## config.mk

```make
export PLATFORM = sky130hd
export DESIGN_NAME = fixed_frame_xor_deframer_unit
export DESIGN_NICKNAME = d
export VERILOG_FILES = /design/src/sv/ffxd_pkg.sv /design/src/sv/fixed_frame_xor_deframer_unit.sv
export SDC_FILE = /design/constraint.sdc
export NUM_CORES = 1
export LEC_CHECK = 0
export BUFFER_PORTS_ARGS = -buffer_cell sky130_fd_sc_hd__buf_2
export CORE_ASPECT_RATIO = 1.5
export CORE_MARGIN = 8
export CORE_UTILIZATION = 56
export DETAILED_ROUTE_END_ITERATION = 6
export PLACE_DENSITY = 0.78
export SLEW_MARGIN = 10
export SYNTH_ARGS = -nofsm -noshare
export SYNTH_HDL_FRONTEND = slang
export SYNTH_SLANG_ARGS = --single-unit
```

## constraint.sdc

```tcl
create_clock -name clk -period 5.8 [get_ports clk]
set_clock_uncertainty 0.05 [all_clocks]
set_input_delay 0.29 -clock clk [delete_from_list [all_inputs] [get_ports clk]]
set_output_delay 0.29 -clock clk [all_outputs]
set_load 0.01 [all_outputs]
```

## src/sv/ffxd_pkg.sv

```systemverilog
package ffxd_pkg;

  localparam int unsigned ByteW    = 8;
  localparam int unsigned StatusW  = 2;
  localparam int unsigned WordW    = 32;
  localparam int unsigned PayloadW = 64;
  localparam int unsigned PosW     = 4;
  localparam int unsigned CfgAddrW = 2;
  localparam int unsigned OutDataW = ByteW + 2 * WordW;

  localparam logic [PosW-1:0] XorIndex     = 4'd10;
  localparam logic [PosW-1:0] TypeIndex    = 4'd1;
  localparam logic [PosW-1:0] PayloadFirst = 4'd2;

  localparam logic [CfgAddrW-1:0] RegHeader   = 2'd0;
  localparam logic [CfgAddrW-1:0] RegTail     = 2'd1;
  localparam logic [CfgAddrW-1:0] RegTypeMask = 2'd2;

  localparam logic [ByteW-1:0] HeaderReset   = 8'hAA;
  localparam logic [ByteW-1:0] TailReset     = 8'h55;
  localparam logic [ByteW-1:0] TypeMaskReset = 8'h7F;

  localparam logic [StatusW-1:0] StOk      = 2'd0;
  localparam logic [StatusW-1:0] StBadTail = 2'd1;
  localparam logic [StatusW-1:0] StBadXor  = 2'd2;
  localparam logic [StatusW-1:0] StBadType = 2'd3;

  typedef struct packed {
    logic [WordW-1:0] payload_high;
    logic [WordW-1:0] payload_low;
    logic [ByteW-1:0] frame_type;
  } out_data_t;

endpackage

```

## src/sv/fixed_frame_xor_deframer_unit.sv

```systemverilog
// Fixed-length frame deframer with an XOR check byte.
// The in_ channel carries one received byte per beat. While hunting, the
// block waits for the header byte; it then collects FRAME_LENGTH bytes:
// type at index 1, eight payload bytes at indices 2 to 9, XOR of bytes
// 0 to 9 at index 10, and the tail byte in the last position.
// After the last byte one beat leaves on the out_ channel with the type and
// payload in out_tdata and the status in out_tuser (0 ok, 1 bad tail,
// 2 bad XOR, 3 type not enabled). Other bytes give no out_ beat.
// The last frame byte passes the input register, then the result register,
// before out_tvalid rises. One byte is taken every cycle while the receiver
// keeps up; the input and result registers form a two-stage pipe.
// When the receiver stalls, the result register holds its beat and the
// input register one byte; in_tready drops only when both are full, and
// during reset. Reset (rst_n low, synchronous) restores the registers to
// 0xAA, 0x55 and 0x7F, empties the pipe and returns to hunting.
// The cfg_ port writes register cfg_addr at each clock with cfg_we high;
// index 0 header, 1 tail, 2 type enable mask, others are ignored.
module fixed_frame_xor_deframer_unit #(
  parameter int unsigned FRAME_LENGTH = 12
) (
  input  logic                                clk,
  input  logic                                rst_n,
  input  logic                                in_tvalid,
  output logic                                in_tready,
  input  logic [ffxd_pkg::ByteW-1:0]          in_tdata,   // rx_byte
  output logic                                out_tvalid,
  input  logic                                out_tready,
  // frame_type [7:0], payload_low [39:8], payload_high [71:40]
  output logic [ffxd_pkg::OutDataW-1:0]       out_tdata,
  output logic [ffxd_pkg::StatusW-1:0]        out_tuser,  // frame_status
  input  logic                                cfg_we,
  input  logic [ffxd_pkg::CfgAddrW-1:0]       cfg_addr,
  input  logic [ffxd_pkg::ByteW-1:0]          cfg_wdata
);

  localparam logic [ffxd_pkg::PosW-1:0] LastPos = ffxd_pkg::PosW'(FRAME_LENGTH - 1);

  logic [ffxd_pkg::ByteW-1:0]    header_r, tail_r, mask_r;
  logic                          s1_valid_r;
  logic [ffxd_pkg::ByteW-1:0]    s1_byte_r;
  logic                          in_frame_r, in_frame_nxt;
  logic [ffxd_pkg::PosW-1:0]     pos_r, pos_nxt;
  logic [ffxd_pkg::ByteW-1:0]    xor_r, xor_nxt;
  logic                          xor_ok_r, xor_ok_nxt;
  logic [ffxd_pkg::ByteW-1:0]    type_r, type_nxt;
  logic [ffxd_pkg::PayloadW-1:0] payload_r, payload_nxt;
  logic                          out_valid_r;
  ffxd_pkg::out_data_t           out_data_r, out_data_nxt;
  logic [ffxd_pkg::StatusW-1:0]  out_status_r, status_nxt;
  logic                          out_free, s1_go, in_take, frame_done;

  assign out_free  = !out_valid_r || out_tready;
  assign s1_go     = s1_valid_r && out_free;
  assign in_tready = rst_n && (!s1_valid_r || out_free);
  assign in_take   = in_tvalid && in_tready;

  always_ff @(posedge clk) begin
    if (!rst_n) begin
      header_r <= ffxd_pkg::HeaderReset;
      tail_r   <= ffxd_pkg::TailReset;
      mask_r   <= ffxd_pkg::TypeMaskReset;
    end else if (cfg_we) begin
      case (cfg_addr)
        ffxd_pkg::RegHeader:   header_r <= cfg_wdata;
        ffxd_pkg::RegTail:     tail_r   <= cfg_wdata;
        ffxd_pkg::RegTypeMask: mask_r   <= cfg_wdata;
        default: ;
      endcase
    end
  end

  always_comb begin
    in_frame_nxt = in_frame_r;
    pos_nxt      = pos_r;
    xor_nxt      = xor_r;
    xor_ok_nxt   = xor_ok_r;
    type_nxt     = type_r;
    payload_nxt  = payload_r;
    frame_done   = 1'b0;
    status_nxt   = ffxd_pkg::StOk;
    out_data_nxt = '{payload_high: payload_r[63:32], payload_low: payload_r[31:0],
                     frame_type: type_r};
    if (!in_frame_r) begin
      if (s1_byte_r == header_r) begin
        in_frame_nxt = 1'b1;
        pos_nxt      = ffxd_pkg::TypeIndex;
        xor_nxt      = s1_byte_r;
        xor_ok_nxt   = 1'b0;
      end
    end else begin
      if (pos_r == ffxd_pkg::TypeIndex) begin
        type_nxt = s1_byte_r;
      end
      for (int k = 0; k < 8; k++) begin
        if (pos_r == ffxd_pkg::PayloadFirst + ffxd_pkg::PosW'(k)) begin
          payload_nxt[8*k +: 8] = s1_byte_r;
        end
      end
      if (pos_r < ffxd_pkg::XorIndex) begin
        xor_nxt = xor_r ^ s1_byte_r;
      end
      if (pos_r == ffxd_pkg::XorIndex) begin
        xor_ok_nxt = (s1_byte_r == xor_r);
      end
      if (pos_r >= LastPos) begin
        frame_done   = 1'b1;
        in_frame_nxt = 1'b0;
        pos_nxt      = '0;
        if (s1_byte_r != tail_r) begin
          status_nxt = ffxd_pkg::StBadTail;
        end else if (!xor_ok_r) begin
          status_nxt = ffxd_pkg::StBadXor;
        end else if ((type_r[7:3] != '0) || !mask_r[type_r[2:0]]) begin
          status_nxt = ffxd_pkg::StBadType;
        end
      end else begin
        pos_nxt = pos_r + 1'b1;
      end
    end
  end

  always_ff @(posedge clk) begin
    if (!rst_n) begin
      s1_valid_r  <= 1'b0;
      out_valid_r <= 1'b0;
      in_frame_r  <= 1'b0;
      pos_r       <= '0;
      xor_r       <= '0;
      xor_ok_r    <= 1'b0;
    end else begin
      if (in_take) begin
        s1_valid_r <= 1'b1;
      end else if (s1_go) begin
        s1_valid_r <= 1'b0;
      end
      if (s1_go) begin
        in_frame_r  <= in_frame_nxt;
        pos_r       <= pos_nxt;
        xor_r       <= xor_nxt;
        xor_ok_r    <= xor_ok_nxt;
        out_valid_r <= frame_done;
      end else if (out_tready) begin
        out_valid_r <= 1'b0;
      end
    end
  end

  always_ff @(posedge clk) begin
    if (in_take) begin
      s1_byte_r <= in_tdata;
    end
    if (s1_go) begin
      type_r    <= type_nxt;
      payload_r <= payload_nxt;
      if (frame_done) begin
        out_data_r   <= out_data_nxt;
        out_status_r <= status_nxt;
      end
    end
  end

  assign out_tvalid = out_valid_r;
  assign out_tdata  = out_data_r;
  assign out_tuser  = out_status_r;

endmodule

```

Word level (Yosys, flattened, before mapping)
Index checks and enable logic that the tools add are counted.
- mux-type cells: 23
- equal/unequal tests: 17
- $add $sub $neg: 1
- order comparisons: 3
- bitwise gates (word level): 3
- reduce and logical (&&, ||, !) cells: 32
- operators with widths (cell ; count):
    $reduce_and 3->1 ; 11
    $mux 8 ; 3
    $eq 4x3->1 const B ; 4
    $eq 8x8->1 ; 2
    $mux 1 ; 14
    $eq 4x4->1 const B ; 3
    $mux 4 ; 3
    $reduce_and 2->1 ; 6
    $eq 4x2->1 const B ; 2
    $ne 8x8->1 ; 1
    $xor 8x8->8 ; 1
    $reduce_bool 2->1 ; 3
    $reduce_bool 5->1 ; 1
    $add 4x1->4 const B ; 1
    $eq 4x1->1 const B ; 1
    $ge 4x4->1 const B ; 1
    $lt 3x4->1 const B ; 1
    $lt 4x4->1 const B ; 1
    $mux 2 ; 2
    $ne 2x1->1 const B ; 2
    $bmux 1 s3 ; 1
    $logic_and 1x1->1 ; 3
    $logic_not 1->1 ; 3
    $logic_or 1x1->1 ; 3
    5 further kinds ; 6
- logic and storage cells: 103
- bits of input ports: 23
- flip-flop bits (word level): 194

Longest topological paths before layout
Gate-level depths: netlist of run 1.
- depth after elaboration: 7
- gate-level depth with buffers: 7
- depth with buffers taken out: 6

Worst setup path before layout of run 1
No wires, ideal clock.
- kind: register to register
- from: register pos_r[0] (netlist bit)
- to: register out_data_r, in the netlist out_tdata[0] (enable)
- slack: 1.155 ns
- arrival time: 4.085 ns
- library setup time: 0.510 ns
- stages on the path, launching flop included: 5
- cells stage by stage: dfxtp_1 ha_1 nor2_1 or2_1 nor2_1
- word-level cells in the longest chain between the ends: 4
- ends and longest elaborated chain (what ; line ; text):
    from (decl) ; fixed_frame_xor_deframer_unit.sv:42 ; logic [ffxd_pkg::PosW-1:0] pos_r, pos_nxt;
    from (signal assigned) ; fixed_frame_xor_deframer_unit.sv:138 ; pos_r <= pos_nxt;
    $ge 4x4->1 ; fixed_frame_xor_deframer_unit.sv:105 ; if (pos_r >= LastPos) begin
    $mux 1 ; fixed_frame_xor_deframer_unit.sv:105 ;
    $mux 1 ; fixed_frame_xor_deframer_unit.sv:83 ; if (!in_frame_r) begin
    $reduce_and 2->1 (no line) ; - ;
    to (signal assigned) ; fixed_frame_xor_deframer_unit.sv:156 ; out_data_r <= out_data_nxt;
    to (decl) ; fixed_frame_xor_deframer_unit.sv:48 ; ffxd_pkg::out_data_t out_data_r, out_data_nxt;
Every way passes these cells.
A chain may end at the register's enable or synchronous reset.

Final worst setup path of run 1
- from: register pos_r[0] (netlist bit)
- to: register out_data_r, in the netlist out_tdata[62] (enable)
The elaborated chain is that of the path after synthesis.

==> results of run 1 <==
worst register-to-register path: stages (launching register included):
cell and delay (ps):
dfxtp_1 440, ha_1 320, nor2_1 100, or2_1 300
nor2_4 830, buf_4 580
power breakdown:
group / total, mW / switching, mW / internal, mW
Combinational: 0.0659 / 0.0385 / 0.0273
Sequential: 1.53 / 0.0294 / 1.50
Clock: 1.28 / 0.505 / 0.773
registers in the layout, indices dropped and copies added, names as in the netlist:
register and cells:
out_tdata 72, payload_r 64, header_r 8, mask_r 8, s1_byte_r 8, tail_r 8, type_r 8, xor_r 8
pos_r 4, out_tuser 2, in_frame_r 1, out_tvalid 1, s1_valid_r 1, xor_ok_r 1
cells by family after synthesis:
family / after synthesis
flops: 194
simple gates: 120
compound gates: 49
buf+inv: 27
xor+xnor: 24
mux: 21
fa+ha+maj: 4
through the flow:
step / std cells / power (mW)
after global routing: 711 / 2.94
after detailed placement: 675 / 1.62
after floorplan: 439 / 1.59
final: 711 / 2.88
after CTS: 710 / 2.88
after global placement: 675 / 1.62
layout make-up:
class | instances | area (sq um)
Multi-Input combinational cell | 218 | 1510
Fill cell | 822 | 4040
Timing Repair Buffer | 104 | 546
Clock buffer | 18 | 429
Tap cell | 156 | 195
Sequential cell | 194 | 5430
Clock inverter | 14 | 221
Inverter | 7 | 26.3
worst paths after layout:
kind                           startpoint                      end  cells after the start  slack, ps
setup / recovery    pos_r[0]$_SDFFE_PN0P_  out_tdata[62]$_DFFE_PP_                      5       2800
hold / removal                in_tdata[3]   s1_byte_r[3]$_DFFE_PP_                      1         20
setup reg to reg    pos_r[0]$_SDFFE_PN0P_  out_tdata[62]$_DFFE_PP_                      5       2800
hold reg to reg   payload_r[30]$_DFFE_PP_  out_tdata[38]$_DFFE_PP_                      0        370
metal layers:
| metal | vias to the layer above | GRT usage (%) | wire, um |
|---|---|---|---|
| li1 | 1839 | - | - |
| met1 | 1975 | 21.7 | 5890 |
| met2 | 227 | 31.9 | 8010 |
| met3 | 34 | 4.97 | 1230 |
| met4 | 0 | 8.03 | 321 |
| met5 | - | 0 | 0 |
synth_stat cells, types with 3 or more instances:
master       n  area, sq um
ha_1         4         50.1
nand2b_1     3         18.8
nand3_1     10         50.1
o21ai_2      5         43.8
inv_1        5         18.8
nor3_1       8         40.0
nand2_1     40          150
nand4_1      4         25.0
dfxtp_1     40          801
a21oi_1     13         65.1
edfxtp_1   154         4620
nand4b_1     8         70.1
xnor2_1      7         61.3
a2111oi_2    5         75.1
nor4_1       3         18.8
and2_1      11         68.8
mux2i_1     20          200
nor2_1      24         90.1
xor2_1      16          140
o22a_1       7         61.3
clkbuf_1    14         52.6
o21ai_1      5         25.0
==> flow_summary.toml, run 1 <==
[status]
outcome = "completed"

[sta]
slew_viol_final = 0
fmax_ghz = 0.333
tns_ps = 0
tightest_slew_ps = 1090
max_slew_margin_pct = 27.1
fin_crit_ps = 3000
fin_crit_sh_pct = 51.7
timing.hold.ws_ps = 20.4
hold_viol = 0
setup_viol = 0
rsz0062_at_grt = "no"
fin_ws_ps = 2800

[clocking]
cts_post_setup_buffers_inserted = 0
cts_root_buffer = "clkbuf_16"
ctsHoldBuffers = 3
cts_tree = "built"
cts.reportedPaths.clkPinSlew_ps = 70
cts_sinks = 194
clock_path_buffers = 2
insertion_delay_ps = 420
numCtsBuffers = 17
cts.repair.resized = 0
htree_levels = 4

[global_route]
antenna_found_initial = 0
track_usage_pct = 18.8
grt_pass1_vias = 4092
grt_pass1_wl_um = 23300
grt_max_degree = 40
grt-ovfl-total = 0

[logic_synthesis]
syn_nets = 466
synth_compound_area_share_pct = 5.45
synth_cell_types = 48
ys_seq_area_share_pct = 76.9
yosys_warnings = 0
avgSynthCellArea_sq_um = 16.1
synthCells = 439
synth_top_family_by_area = "simple AND/OR/NAND/NOR gates"
ys_async_sr_fraction_pct = 0
ys.flop_type = "edfxtp_1"
synthXorXnorAreaFrac_pct = 3.09
synthMuxAreaShare_pct = 3.16
yosys.area_share.simple_pct = 8.83
synth_seq_cells = 194
synth_edf_count = 154
synth_area_sq_um = 7050
synthAdderAreaFrac_pct = 0.710

[placement]
gp_congestion = 0.819
hpwl_um = 9820
io_buffers = 98
dpl_cell_area_sq_um = 7660
place_ws_ps = 2910

[worst_setup_path]
cp-start-kind = "flop"
critPathSlowestCell = "nor2_4"
worst_ep_arrival_time_ps = 3010
slowest_delay_ps = 830
cp_data_required_time_ps = 5810
worstSetupEndpointType = "flop"
worstPathCellList = "ha_1 -> nor2_1 -> or2_1 -> nor2_4 -> buf_4"
path_max_fanout = 39
cp_top_family = "simple AND/OR/NAND/NOR gates"
crit_type = "reg -> reg"
worst-path-buf-inv = 1

[floorplan]
ios = 99
dieWidth_um = 108
rows = 50
core_sq_um = 12400
die_h_um = 153
start_util_pct = 56.9
die-area_sq_um = 16500

[power]
leakage_nw = 2.92
power_density_nw_per_um2 = 345
max-vdd-ir-drop_mv = 0.187

[finish]
final_cell_area_sq_um = 8350
nNetsFinal = 569
drive_gt1_share_pct = 26.7
layout_common_cells = "edfxtp_1, buf_2, nand2_1, dfxtp_1, nor2_1"
final_common_cell = "edfxtp_1"
final_util_pct = 67.4
n_antenna_cell = 0
syn_to_final_growth_pct = 18.4

[hold_path]
hp-class = "in -> reg"

[route]
drc = 0
dr.first_iter.drc_count = 380
first_pass_iters = 6
totalWireLength_um = 15500
vias = 4075
drt-wirelength-per-cell_um = 21.7
viasPerCell = 5.73
drtAntennaViolNets = 0

[run]
cap_viol_max_count = 0
Power figures use the tool's default switching activity.
==> inputs of run 2 (changes only) <==
==> constraint.sdc (replaced) <==
create_clock -name clk -period 2.8 [get_ports clk]
set_clock_uncertainty 0.05 [all_clocks]
set_input_delay 0.14 -clock clk [delete_from_list [all_inputs] [get_ports clk]]
set_output_delay 0.14 -clock clk [all_outputs]
set_load 0.01 [all_outputs]
==> flow_summary.toml, run 2 (synthesis results as in run 1) <==
[status]
outcome = "completed"

[global_route]
track_usage_pct = 18.8
top_usage_layer = "met2"
antenna_found_initial = 0
grt_max_degree = 60
grt_pass1_vias = 4130
grt-ovfl-total = 0
met2_usage_pct = 31.9
grt_pass1_wl_um = 23100
grt_util_met3_pct = 4.67
met1_usage_pct = 21.7

[sta]
slew_viol_final = 0
fin_crit_sh_pct = 75.4
fmax_ghz = 0.474
max_slew_margin_pct = 53.7
tns_ps = 0
hold_viol = 0
fin_crit_ps = 2110
setup_viol = 0
tightest_slew_ps = 695
rsz0062_at_grt = "no"
fin_ws_ps = 689

[clocking]
insertion_delay_ps = 420
numCtsBuffers = 17
cts_root_buffer = "clkbuf_16"
cts_tree = "built"
cts_sinks = 194
cts.repair.resized = 0
cts.reportedPaths.clkPinSlew_ps = 70
cts_post_setup_buffers_inserted = 0
clock_path_buffers = 2
htree_levels = 4

[finish]
largest_reg_flops = 72
n_antenna_cell = 0
syn_to_final_growth_pct = 20.8
final_common_cell = "edfxtp_1"
nNetsFinal = 593
final_cell_area_sq_um = 8520
layout_common_cells = "edfxtp_1, buf_2, nand2_1, dfxtp_1, nor2_1"
drive_gt1_share_pct = 27.7

[worst_setup_path]
worstSetupEndpointType = "flop"
path_max_fanout = 12
cp-start-kind = "flop"
r2r_start = "s1_byte_r[5]$_DFFE_PP_"
worst_ep_arrival_time_ps = 2360
r2r_slack_ps = 690
crit_type = "reg -> reg"
r2r-end = "xor_r[1]$_SDFFE_PN0P_"
reg2reg_depth = 5
cp_data_required_time_ps = 3050

[route]
totalWireLength_um = 15200
first_pass_iters = 4
drt-wirelength-per-cell_um = 20.7
drc = 0
viasPerCell = 5.46
dr.first_iter.drc_count = 278
vias = 4009
drtAntennaViolNets = 0

[floorplan]
core_sq_um = 12400
rows = 50
start_util_pct = 56.9
die_h_um = 153
dieWidth_um = 108
ios = 99
die-area_sq_um = 16500

[placement]
gp_congestion = 0.903
hpwl_um = 9830
dpl_cell_area_sq_um = 7750
io_buffers = 98
place_ws_ps = 682

[hold_path]
hold_end = "s1_valid_r$_SDFFE_PN0P_"
hold_depth = 4
hp-class = "in -> reg"
hp-start = "out_tready"

[power]
power_density_nw_per_um2 = 672
max-vdd-ir-drop_mv = 0.445
leakage_nw = 3.00

[run]
cap_viol_max_count = 0
[run 2: cell count changes in the layout (fill, tap and decap cells not counted)]
cell | previous run | this run
dlygate4sd3_1 | 4 | 17
buf_4 | 2 | 12
bufinv_16 | 5 | 1
clkinv_8 | 0 | 3
inv_8 | 1 | 3
buf_12 | 0 | 1
clkbuf_1 | 1 | 0
clkinv_1 | 2 | 1
clkinv_2 | 1 | 0
clkinv_4 | 1 | 2
clkinvlp_4 | 1 | 2
inv_6 | 4 | 3
[run 2: layer usage]
metal	up-vias	routed length, um
li1	1889	-
met1	1959	5880
met2	146	8090
met3	15	989
met4	0	238
met5	-	0
[run 2: power breakdown]
part	switching [mW]	total (mW)	internal (mW)	leakage, nW
clock	1.12	2.39	1.27	0.285
combinational	0.124	0.203	0.0787	0.999
sequential	0.0164	3.13	3.11	1.71
total	1.26	5.72	4.46	3.00
[run 2: area by class of cell]
class,count,area (sq um)
sequential,194,5430
fill,867,3870
multi-input combinational,218,1510
timing repair buffer,128,771
clock buffer,17,425
tap,156,195
clock inverter,14,171
inverter,7,26.3
[run 2: worst max-delay path, stage by stage, from the launching register on]
cell and delay [ps]:
edfxtp_1 430, xor2_2 180, nor4_4 500, and2_4 360, o21ai_1 80, a2111oi_1 390
[run 2: how the worst max path moves through the flow]
stage,start,to,slack (ps),cells past startpoint
2_1_floorplan,pos_r[0]$_SDFFE_PN0P_,out_tdata[0]$_DFFE_PP_,260,4
3_3_place_gp,pos_r[0]$_SDFFE_PN0P_,out_tdata[60]$_DFFE_PP_,820,5
3_5_place_dp,s1_byte_r[5]$_DFFE_PP_,xor_r[1]$_SDFFE_PN0P_,680,5
4_1_cts,s1_byte_r[5]$_DFFE_PP_,xor_r[1]$_SDFFE_PN0P_,680,5
5_1_grt,s1_byte_r[7]$_DFFE_PP_,xor_r[1]$_SDFFE_PN0P_,580,5
6_report,s1_byte_r[5]$_DFFE_PP_,xor_r[1]$_SDFFE_PN0P_,690,5
[run 2: through the flow]
stage | utilization (%) | hold WS [ps] | cells | total power, mW
3_5_place_dp | 62.6 | 274 | 686 | 3.38
3_3_place_gp | 62.6 | 268 | 686 | 3.37
6_report | 68.8 | 33.6 | 734 | 5.72
4_1_cts | 68.8 | 21.7 | 734 | 5.76
2_1_floorplan | - | 189 | 439 | 3.30
5_1_grt | 68.8 | 43.7 | 734 | 5.89
[run 2: what timing repair did]
action,4_1_cts,5_1_grt
hold endpoints to repair,33,0
setup endpoints to repair,0,0
hold buffers,17,0
